--- src/sv/psho_pkg.sv ---
`default_nettype none
package psho_pkg;

  // Field widths fixed by the interface.
  localparam int unsigned CoordW  = 24;
  localparam int unsigned RadiusW = 16;
  localparam int unsigned IndexW  = 10;
  localparam int unsigned BoxW    = 23;
  localparam int unsigned InvW    = 32;
  localparam int unsigned CountW  = 11;
  localparam int unsigned CfgIdxW = 2;
  localparam int unsigned CfgW    = 32;

  // Configuration register indexes.
  localparam logic [CfgIdxW-1:0] REG_BOX_LENGTH = 2'd0;
  localparam logic [CfgIdxW-1:0] REG_BOX_INV    = 2'd1;
  localparam logic [CfgIdxW-1:0] REG_ATOM_COUNT = 2'd2;

  // Operation codes carried in the input tuser.
  localparam logic OP_LOAD  = 1'b0;
  localparam logic OP_CHECK = 1'b1;

  // Axis codes.
  localparam logic [1:0] AX_X = 2'd0;
  localparam logic [1:0] AX_Y = 2'd1;
  localparam logic [1:0] AX_Z = 2'd2;

  // Commands from the controller to the datapath.
  typedef struct packed {
    logic       wr;
    logic       rd_i;
    logic       rd_j;
    logic       load_i;
    logic       load_j;
    logic       mul_en;
    logic       wrap_en;
    logic       sq_en;
    logic       acc_en;
    logic       acc_clr;
    logic [1:0] axis;
  } cmd_t;

  // Status from the datapath to the controller.
  typedef struct packed {
    logic flag_i;
    logic flag_j;
    logic hit;
  } status_t;

endpackage
`default_nettype wire

--- src/sv/psho_ctrl.sv ---
`default_nettype none
module psho_ctrl
  import psho_pkg::*;
#(
  parameter int unsigned MAX_ATOMS = 1024
) (
  input  wire logic                         clk_i,
  input  wire logic                         rst_ni,
  input  wire logic                         in_valid_i,
  output logic                              in_ready_o,
  input  wire logic                         in_op_i,
  input  wire logic [IndexW-1:0]            in_index_i,
  input  wire logic [CountW-1:0]            atom_count_i,
  output cmd_t                              cmd_o,
  input  wire status_t                      status_i,
  output logic [$clog2(MAX_ATOMS)-1:0]      waddr_o,
  output logic [$clog2(MAX_ATOMS)-1:0]      raddr_i_o,
  output logic [$clog2(MAX_ATOMS)-1:0]      raddr_j_o,
  output logic                              out_valid_o,
  input  wire logic                         out_ready_i,
  output logic                              out_found_o,
  output logic [IndexW-1:0]                 out_moved_o,
  output logic [IndexW-1:0]                 out_other_o
);

  localparam int unsigned CW = $clog2(MAX_ATOMS + 1);
  localparam int unsigned AW = $clog2(MAX_ATOMS);
  localparam int unsigned KW = (CW > CountW ? CW : CountW) + 1;

  localparam logic [3:0] S_IDLE = 4'd0;
  localparam logic [3:0] S_RD_I = 4'd1;
  localparam logic [3:0] S_WT_I = 4'd2;
  localparam logic [3:0] S_RD_J = 4'd3;
  localparam logic [3:0] S_WT_J = 4'd4;
  localparam logic [3:0] S_MUL  = 4'd5;
  localparam logic [3:0] S_WRAP = 4'd6;
  localparam logic [3:0] S_SQ   = 4'd7;
  localparam logic [3:0] S_ACC  = 4'd8;
  localparam logic [3:0] S_CMP  = 4'd9;
  localparam logic [3:0] S_DONE = 4'd10;

  logic [3:0]    state_q, state_d;
  logic [CW-1:0] i_q, i_d, j_q, j_d, cnt;
  logic [1:0]    axis_q, axis_d;
  logic          found_q, found_d;
  logic          ov_q, ov_d, of_q, of_d;
  logic [IndexW-1:0] om_q, om_d, oo_q, oo_d;
  logic          accept;

  // Effective atom count, clamped to the store depth.
  assign cnt = (KW'(atom_count_i) > KW'(MAX_ATOMS)) ? CW'(MAX_ATOMS) : CW'(atom_count_i);

  assign in_ready_o = (state_q == S_IDLE);
  assign accept     = in_valid_i && in_ready_o;
  assign waddr_o    = AW'(in_index_i);
  assign raddr_i_o  = i_q[AW-1:0];
  assign raddr_j_o  = j_q[AW-1:0];

  // Pair walk sequencer.
  always_comb begin
    state_d = state_q;
    i_d     = i_q;
    j_d     = j_q;
    axis_d  = axis_q;
    found_d = found_q;
    ov_d    = ov_q;
    of_d    = of_q;
    om_d    = om_q;
    oo_d    = oo_q;
    cmd_o   = '0;
    cmd_o.axis = axis_q;
    if (ov_q && out_ready_i) begin
      ov_d = 1'b0;
    end
    case (state_q)
      S_IDLE: begin
        if (accept) begin
          if (in_op_i == OP_LOAD) begin
            cmd_o.wr = KW'(in_index_i) < KW'(MAX_ATOMS);
          end else begin
            i_d     = '0;
            found_d = 1'b0;
            state_d = (cnt == '0) ? S_DONE : S_RD_I;
          end
        end
      end
      S_RD_I: begin
        cmd_o.rd_i = 1'b1;
        state_d    = S_WT_I;
      end
      S_WT_I: begin
        cmd_o.load_i = 1'b1;
        if (status_i.flag_i) begin
          j_d     = '0;
          state_d = S_RD_J;
        end else begin
          i_d     = i_q + 1'b1;
          state_d = (i_q + 1'b1 == cnt) ? S_DONE : S_RD_I;
        end
      end
      S_RD_J: begin
        cmd_o.rd_j = 1'b1;
        state_d    = S_WT_J;
      end
      S_WT_J: begin
        cmd_o.load_j  = 1'b1;
        cmd_o.acc_clr = 1'b1;
        axis_d        = AX_X;
        if (status_i.flag_j) begin
          if (j_q + 1'b1 == cnt) begin
            i_d     = i_q + 1'b1;
            state_d = (i_q + 1'b1 == cnt) ? S_DONE : S_RD_I;
          end else begin
            j_d     = j_q + 1'b1;
            state_d = S_RD_J;
          end
        end else begin
          state_d = S_MUL;
        end
      end
      S_MUL: begin
        cmd_o.mul_en = 1'b1;
        state_d      = S_WRAP;
      end
      S_WRAP: begin
        cmd_o.wrap_en = 1'b1;
        state_d       = S_SQ;
      end
      S_SQ: begin
        cmd_o.sq_en = 1'b1;
        state_d     = S_ACC;
      end
      S_ACC: begin
        cmd_o.acc_en = 1'b1;
        if (axis_q == AX_Z) begin
          state_d = S_CMP;
        end else begin
          axis_d  = axis_q + 1'b1;
          state_d = S_MUL;
        end
      end
      S_CMP: begin
        if (status_i.hit) begin
          found_d = 1'b1;
          state_d = S_DONE;
        end else if (j_q + 1'b1 == cnt) begin
          i_d     = i_q + 1'b1;
          state_d = (i_q + 1'b1 == cnt) ? S_DONE : S_RD_I;
        end else begin
          j_d     = j_q + 1'b1;
          state_d = S_RD_J;
        end
      end
      S_DONE: begin
        if (!ov_q || out_ready_i) begin
          ov_d    = 1'b1;
          of_d    = found_q;
          om_d    = found_q ? IndexW'(i_q) : '0;
          oo_d    = found_q ? IndexW'(j_q) : '0;
          state_d = S_IDLE;
        end
      end
      default: begin
        state_d = S_IDLE;
      end
    endcase
  end

  // Control state.
  always_ff @(posedge clk_i or negedge rst_ni) begin
    if (!rst_ni) begin
      state_q <= S_IDLE;
      ov_q    <= 1'b0;
      found_q <= 1'b0;
    end else begin
      state_q <= state_d;
      ov_q    <= ov_d;
      found_q <= found_d;
    end
  end

  // Counters and result payload.
  always_ff @(posedge clk_i) begin
    i_q    <= i_d;
    j_q    <= j_d;
    axis_q <= axis_d;
    of_q   <= of_d;
    om_q   <= om_d;
    oo_q   <= oo_d;
  end

  assign out_valid_o = ov_q;
  assign out_found_o = of_q;
  assign out_moved_o = om_q;
  assign out_other_o = oo_q;

endmodule
`default_nettype wire

--- config.mk ---
export PLATFORM = sky130hd
export DESIGN_NAME = psho_ctrl
export DESIGN_NICKNAME = d
export VERILOG_FILES = /design/src/sv/psho_pkg.sv /design/src/sv/psho_ctrl.sv
export SDC_FILE = /design/constraint.sdc
export NUM_CORES = 1
export LEC_CHECK = 0
export BUFFER_PORTS_ARGS = -buffer_cell sky130_fd_sc_hd__buf_2
export CAP_MARGIN = 20
export CORE_MARGIN = 5
export CORE_UTILIZATION = 30
export DETAILED_ROUTE_END_ITERATION = 7
export GPL_ROUTABILITY_DRIVEN = 0
export SLEW_MARGIN = 20
export SYNTH_ARGS = -nofsm -noshare
export SYNTH_HDL_FRONTEND = slang
export SYNTH_SLANG_ARGS = --single-unit
--- constraint.sdc ---
create_clock -name clk_i -period 4.15 [get_ports clk_i]
set_clock_uncertainty 0.1 [all_clocks]
set_input_delay 0.2075 -clock clk_i [delete_from_list [all_inputs] [get_ports clk_i]]
set_output_delay 0.2075 -clock clk_i [all_outputs]
set_load 0.02 [all_outputs]
======== Word level (Yosys, flattened, before mapping) ========
Index checks and enable logic that the tools add are counted.
operators by class
  add/subtract/negate cells ............... 3
  magnitude comparators ................... 1
  eq/ne operators ......................... 22
  mux-type cells .......................... 44
  reductions and logical operators ........ 16
operators by type and width
  cell                   number
  $mux 11                11
  $pmux 11 s4            1
  $pmux 4 s11            1
  $mux 4                 10
  $pmux 11 s3            1
  $add 11x1->11 const B  2
  $eq 11x11->1           2
  $mux 1                 17
  $eq 4x3->1 const B     4
  $ne 2x2->1 const B     7
  $eq 4x4->1 const B     3
  $gt 11x11->1 const B   1
  $logic_not 11->1       1
  $eq 4x2->1 const B     2
  $reduce_and 4->1       2
  $reduce_and 6->1       1
  $eq 4x1->1 const B     1
  $logic_not 4->1        1
  $ne 2x1->1 const B     2
  $pmux 2 s2             1
  $reduce_and 2->1       2
  $reduce_bool 2->1      2
  $reduce_bool 4->1      1
  $reduce_and 3->1       1
  other kinds (8)        9
storage, ports and cells
  register bits ........................... 51
  bits of input ports ..................... 29
  output and inout bits ................... 65
  word-level logic and storage cells ...... 95

======== Depth between registers and ports, before layout ========
Gate-level depths: netlist (run 1).
  depth after elaboration ................. 7
  depth in mapped cells ................... 11
  gate-level depth less buffers ........... 9

======== Least setup slack after synthesis (run 1) ========
No wires, ideal clock.
  path kind ............................... flip-flop to flip-flop
  start ................................... register, netlist name j_q[0]
  end ..................................... register i_q[0] (enable)
  library setup time ...................... 382 ps
  arrival time ............................ 2615 ps
  data required time ...................... 3668 ps
  slack ................................... 1053 ps
  cell stages (with the launch flop) ...... 9
  path buffers ............................ 0
  period minus slack after synthesis ...... 3097 ps
  cell sequence ........................... edfxtp_1 -> ha_1 -> nand2_1 -> nor2_1 -> mux2_2 -> o211ai_1 -> nand2_1 -> or3_4 -> a21oi_1
RTL lines
  element               RTL line          source
  end signal, assigned  psho_ctrl.sv:184  i_q <= i_d;
  end, declared         psho_ctrl.sv:43   logic [CW-1:0] i_q, i_d, j_q, j_d, cnt;

======== Worst setup path after layout (run 1) ========
  start ................................... register j_q[0]
  end ..................................... register j_q[10], data pin
on the way
  cells in the longest elaborated chain, start to end .. 5
  elaborated cells on any way between the ends .. 6
  those cells by class .................... 1 x add/sub; 1 x eq/ne; 4 x mux
ends and longest elaborated chain
  element                            RTL line                            source
  start, declared                    psho_ctrl.sv:43
  start signal, assigned             psho_ctrl.sv:185                    j_q <= j_d;
  $add 11x1->11 (*)                  psho_ctrl.sv:114, psho_ctrl.sv:150
  $eq 11x11->1                       -
  $mux 11 (*)                        psho_ctrl.sv:110, psho_ctrl.sv:146
  $mux 11, on equally long branches  psho_ctrl.sv:143, psho_ctrl.sv:109
  $pmux 11 s3 (*)                    psho_ctrl.sv:75                     case (state_q)
Mark *: on every way between the ends. The rest lies on a longest branch, timed or not. The select of a mux whose other input is x is not followed.
A chain may end at the register's enable or synchronous reset.

==> impl_metrics.json, run 1 <==
{
  "synth_area_um2": 3610,
  "finalSetupViolCount": 0,
  "layout.nets": 455,
  "grt_pass1_wl_mm": 15.3,
  "crit_chain": "ha_1 -> nand2_1 -> nor2_1 -> mux2_2 -> o211ai_1 -> nand4_1 -> nor2_2 -> or4_1 -> a21oi_1",
  "worst-path-buf-inv": 0,
  "p_int_mw": 1.49,
  "io_buffers": 73,
  "cp_slowest_cell": "edfxtp_1",
  "tritoncts": "done",
  "insertion_delay_ps": 300,
  "antenna_found_initial": 1,
  "crit_start": "j_q[0]",
  "arrival_ps": 3110,
  "synth.largest_area_cell": "edfxtp_1",
  "cts_resized": 0,
  "viasPerCell": 5.25,
  "std_cell_rows": 40,
  "comb_power_share_pct": 44.0,
  "drc": 0,
  "start_kind": "flop",
  "hold_viol": 0,
  "cp-end-kind": "flop",
  "drive_gt1_share_pct": 23.3,
  "max-vdd-ir-drop_v": 0.000271,
  "antenna_left": 0,
  "die_x_um": 120,
  "cts-htree-levels": 2,
  "core_region_area_um2": 11900,
  "crit_fanout": 16,
  "multi_input_area_um2": 1750,
  "antenna_cells": 0,
  "clock_power_share_pct": 18.6,
  "min_path_type": "in2reg",
  "area_growth_pct": 12.1,
  "switching_share_pct": 43.6,
  "dp_hpwl_mm": 6.90,
  "cp_data_required_time_ps": 4090,
  "seq_area_um2": 1500,
  "power.density_nw_per_um2": 653,
  "status": "complete, no violations",
  "syn-num-nets": 421,
  "ys_ff_latch": 51,
  "drt_iter0_markers": 177,
  "synthArstFlopShare_pct": 11.8,
  "tightest_slew_ps": 859,
  "ys_seq_area_share_pct": 41.6,
  "crit_family": "simple AND/OR/NAND/NOR gates",
  "overflow": 0,
  "fill_cells": 1247,
  "postSynthCellCount": 389,
  "die_area_um2": 14300,
  "synth_area_leaders": "edfxtp_1, buf_4, nor2_1, dfrtp_1, and2_1",
  "crit_cells": 9,
  "grt_pass1_vias": 2904,
  "period_share_pct": 76.6,
  "period_needed_ps": 3180,
  "root_buffer": "clkbuf_16",
  "grt_max_degree": 23,
  "detail_route.wl_per_cell_um": 16.2,
  "synth_most_common_cell": "edfxtp_1",
  "crit_type": "reg2reg",
  "max_slew_margin_pct": 42.5,
  "io_pins": 94,
  "pwr-share-seq_pct": 37.5,
  "fmax_ghz": 0.315,
  "dominantRegCellSynth": "edfxtp_1",
  "wl_mm": 9.26,
  "clock_path_buffers": 2,
  "clock-sinks": 51,
  "whs_ps": 127,
  "cts-buffers-inserted": 5,
  "reg2reg_to": "j_q[10]",
  "reg2reg_from": "j_q[0]",
  "vias": 2997,
  "maxCapViolCount": 0,
  "max_stage_delay_ps": 510,
  "initial_core_util_pct": 30.3,
  "drv_slew": 0,
  "drt_pass1_iterations": 5,
  "cts_hold_buffers": 1,
  "r2r_cells": 9,
  "endpoint": "j_q[10]",
  "avgSynthCellArea_um2": 9.27,
  "clk_pin_slew_ps": 70,
  "fp.dieH_um": 120,
  "r2r_slack_ps": 970,
  "post_cts_buffers": 0,
  "power_leakage_nw": 1.57,
  "grt_util_all_layers_pct": 13.4,
  "ys_types": 61,
  "yosys-top-cells-count": "edfxtp_1, nor2_1, buf_4, nand2_1, and2_1",
  "p_switching_mw": 1.15,
  "yosys.area.top_type_share_pct": 37.5,
  "tns_ps": 0,
  "rsz0062_at_grt": "no",
  "ys_warn_count": 0,
  "synth-edff-count": 45
}
## cells in the final DEF, fill, tap and decap left out, types with 3 or more instances in the layout
| cell type | n |
|---|---|
| nor2_1 | 41 |
| or3_1 | 5 |
| o211ai_1 | 5 |
| nor4_1 | 6 |
| edfxtp_1 | 45 |
| nor3_1 | 10 |
| nand2_1 | 31 |
| dfrtp_1 | 6 |
| nand3_1 | 12 |
| xnor2_1 | 15 |
| nand2b_1 | 8 |
| inv_1 | 8 |
| xor2_1 | 12 |
| o2111ai_1 | 3 |
| o21ai_0 | 12 |
| nand3b_1 | 7 |
| mux2i_1 | 3 |
| nand4_1 | 6 |
| and2_1 | 21 |
| buf_4 | 4 |
| buf_2 | 73 |
| ha_1 | 3 |
| or4_1 | 5 |
| o31ai_1 | 4 |
| nor2b_1 | 8 |
| a31oi_1 | 3 |
| clkbuf_16 | 5 |
| a21oi_1 | 20 |
## area by class of cell
cell class	instances	share of cell area, %
timing repair buffer	78	10.0
multi-input combinational	279	43.3
tap	147	4.55
inverter	8	0.743
clock inverter	3	1.15
clock buffer	5	3.10
sequential	51	37.1
## power by group through the flow
stage / Combinational [mW] / Sequential (mW) / Clock, mW
4_1_cts: 1.17 / 0.990 / 0.504
6_report: 1.16 / 0.989 / 0.490
3_3_place_gp: 1.15 / 0.991 / 0
3_5_place_dp: 1.16 / 1.00 / 0
5_1_grt: 1.29 / 1.02 / 0.527
2_1_floorplan: 1.05 / 0.864 / 0
## registers in the layout, summed over array words and instances (netlist names)
name	count
axis_q	2
out_other_o	10
out_moved_o	10
found_q	1
i_q	11
j_q	11
state_q	4
out_valid_o	1
out_found_o	1
## tightest hold or removal path: stages
cell      delay [ps]
buf_2             70
nand2b_1         150
nand2_1           60
## metrics by stage
| step | instances | utilization [%] | area, um^2 | power, mW | worst slack [ps] |
|---|---|---|---|---|---|
| floorplan | 389 | - | 3610 | 1.91 | 1050 |
| global placement | 562 | 32.4 | 3860 | 2.14 | 1130 |
| detailed placement | 562 | 32.4 | 3860 | 2.16 | 989 |
| CTS | 571 | 33.9 | 4040 | 2.66 | 968 |
| global route | 571 | 33.9 | 4040 | 2.84 | 728 |
| finish | 571 | 33.9 | 4040 | 2.64 | 973 |
## logic make-up after synthesis
logic type / Yosys count / share of synthesized area (%)
DFF: 51 / 41.6
adders and majority gates: 3 / 1.04
buffers and inverters: 59 / 9.89
muxes: 4 / 1.14
AOI/OAI and AO/OA: 66 / 12.1
xor gates and xnor gates: 30 / 8.29
and+or+nand+nor: 176 / 25.9
## how the worst min path moves through the flow
stage,end,cells after the start,startpoint
floorplan,found_q,0,rst_ni
global placement,state_q[2],1,rst_ni
detailed placement,state_q[2],1,rst_ni
CTS,out_valid_o,3,out_ready_i
global route,out_valid_o,3,out_ready_i
finish,out_valid_o,3,out_ready_i
## routing by layer
layer | track usage [%] | share of wire (%) | vias up
li1 | - | - | 1436
met1 | 18.1 | 45 | 1412
met2 | 20.4 | 44 | 127
met3 | 4.43 | 9.1 | 20
met4 | 4.22 | 1.9 | 2
met5 | 0 | 0.14 | -
Note: power is estimated with default switching activity, not from simulation.
==> inputs of run 2 (changes only) <==
Clock period 4.15 ns to 2.8 ns, I/O delays scaled along.
==> run 2 against run 1 <==
Net effect:
- power increased by 64%
- die area unchanged
- design area up 8.4%
- sequential share of layout area shrank 2.9 points
==> impl_metrics.json, run 2 (synthesis gave the netlist of run 1 again) <==
{
  "crit_chain": "nand3_4 -> buf_6 -> o21a_1 -> or4_4 -> o311ai_4 -> nand2_1 -> or3_4 -> a21oi_4 -> clkbuf_16",
  "dp_hpwl_mm": 7.15,
  "cp_data_required_time_ps": 2720,
  "cts-buffers-inserted": 5,
  "grt_pass1_wl_mm": 15.4,
  "max_stage_delay_ps": 530,
  "status": "complete, no violations",
  "placed_area_um2": 4040,
  "wl_mm": 9.80,
  "clock-sinks": 51,
  "tightest_slew_ps": 631,
  "die_x_um": 120,
  "tns_ps": 0,
  "root_buffer": "clkbuf_16",
  "cts-htree-levels": 2,
  "crit_start": "j_q[0]",
  "drive_gt1_share_pct": 30.3,
  "grt_busiest_layer": "met2",
  "hold_viol": 0,
  "crit_family": "simple AND/OR/NAND/NOR gates",
  "area_growth_pct": 21.4,
  "holdPathStages": 3,
  "initial_core_util_pct": 30.3,
  "layout.nets": 480,
  "core_region_area_um2": 11900,
  "viasPerCell": 5.14,
  "grt_pass1_vias": 2965,
  "period_share_pct": 99.4,
  "crit_type": "reg2reg",
  "max-vdd-ir-drop_v": 0.000419,
  "drv_slew": 0,
  "r2r_cells": 9,
  "start_kind": "flop",
  "fill_cells": 1219,
  "grt_max_degree": 23,
  "stdcell_area_um2": 4380,
  "grt_util_all_layers_pct": 13.3,
  "clk_pin_slew_ps": 70,
  "cp_slowest_cell": "or4_4",
  "cp-end-kind": "flop",
  "antenna_left": 0,
  "final_cell_mix": "buf_2, edfxtp_1, nor2_1, nand2_1, buf_4",
  "worst-path-buf-inv": 2,
  "std_cell_rows": 40,
  "reg2reg_from": "j_q[0]",
  "grtUsageMet2_pct": 22.1,
  "grt.met1_usage_pct": 17.6,
  "fp.dieH_um": 120,
  "power.density_nw_per_um2": 989,
  "use_met3_pct": 2.83,
  "drt_pass1_iterations": 5,
  "io_pins": 94,
  "power_leakage_nw": 1.74,
  "die_area_um2": 14300,
  "hp-start": "out_ready_i",
  "finalSetupViolCount": 0,
  "antenna_found_initial": 0,
  "crit_fanout": 5,
  "clock_path_buffers": 2,
  "crit_cells": 9,
  "maxCapViolCount": 0,
  "io_buffers": 73,
  "antenna_cells": 0,
  "reg_top3": "i_q x11, j_q x11",
  "period_needed_ps": 2780,
  "arrival_ps": 2700,
  "tritoncts": "done",
  "final_common_cell": "buf_2",
  "drt_iter0_markers": 180,
  "overflow": 0,
  "drc": 0,
  "detail_route.wl_per_cell_um": 16.4,
  "rsz0062_at_grt": "yes",
  "fmax_ghz": 0.359,
  "insertion_delay_ps": 300,
  "vias": 3062,
  "min_path_type": "in2reg",
  "max_slew_margin_pct": 57.9
}
## run 2: final timing paths
kind / to / slack (ps)
max in group asynchronous: state_q[0] / 2350
min: out_valid_o / 60
max reg2reg: i_q[10] / 20
min in group asynchronous: state_q[2] / 100
max: i_q[10] / 20
min reg2reg: out_valid_o / 460
## run 2: per-stage QoR
step	hold slack, ps	cells	util, %	total power [mW]	setup WS, ps
4_1_cts	74.7	594	35.8	4.21	29.2
3_3_place_gp	-125	584	33.9	3.30	-26.5
3_5_place_dp	-124	584	33.9	3.33	-123
6_report	64.8	596	36.8	4.33	18.1
5_1_grt	96.1	596	36.8	4.60	-42.1
2_1_floorplan	-256	389	-	2.85	62.7
## run 2: report_power, final
group | total, mW | internal, mW | switching [mW]
clock | 0.806 | 0.513 | 0.293
combinational | 2.15 | 0.902 | 1.24
sequential | 1.38 | 1.10 | 0.278
total | 4.33 | 2.52 | 1.81
## run 2: layout make-up
cell class                 count  area (um^2)  share of cell area, %
clock buffer                   5          125                   2.86
inverter                       8         30.0                  0.686
tap                          147          184                   4.20
multi-input combinational    279         1840                   42.0
sequential                    51         1500                   34.3
timing repair buffer         103          631                   14.4
clock inverter                 3         67.6                   1.54
## run 2: worst reg2reg max path, delay by kind of cell (launching register included)
kind                   cells  cell delay [ps]
DFF                        1              480
AOI/OAI and AO/OA          3              500
and+or+nand+nor            4             1120
buffers and inverters      2              320
## run 2: repair_timing
item                                    in CTS  in global routing
setup buffers                                1                  2
gates resized for setup                      2                 18
cloned                                       0                  1
hold buffers                                 1                  0
endpoints found under the setup margin      13                 25
pin swaps                                    1                  6
endpoints found under the hold margin        6                  0
## run 2: routing by layer
layer,share of wire (%),up-vias
met1,46,1449
met4,1.3,0
met2,46,120
met5,0,-
met3,7.1,11
li1,-,1482
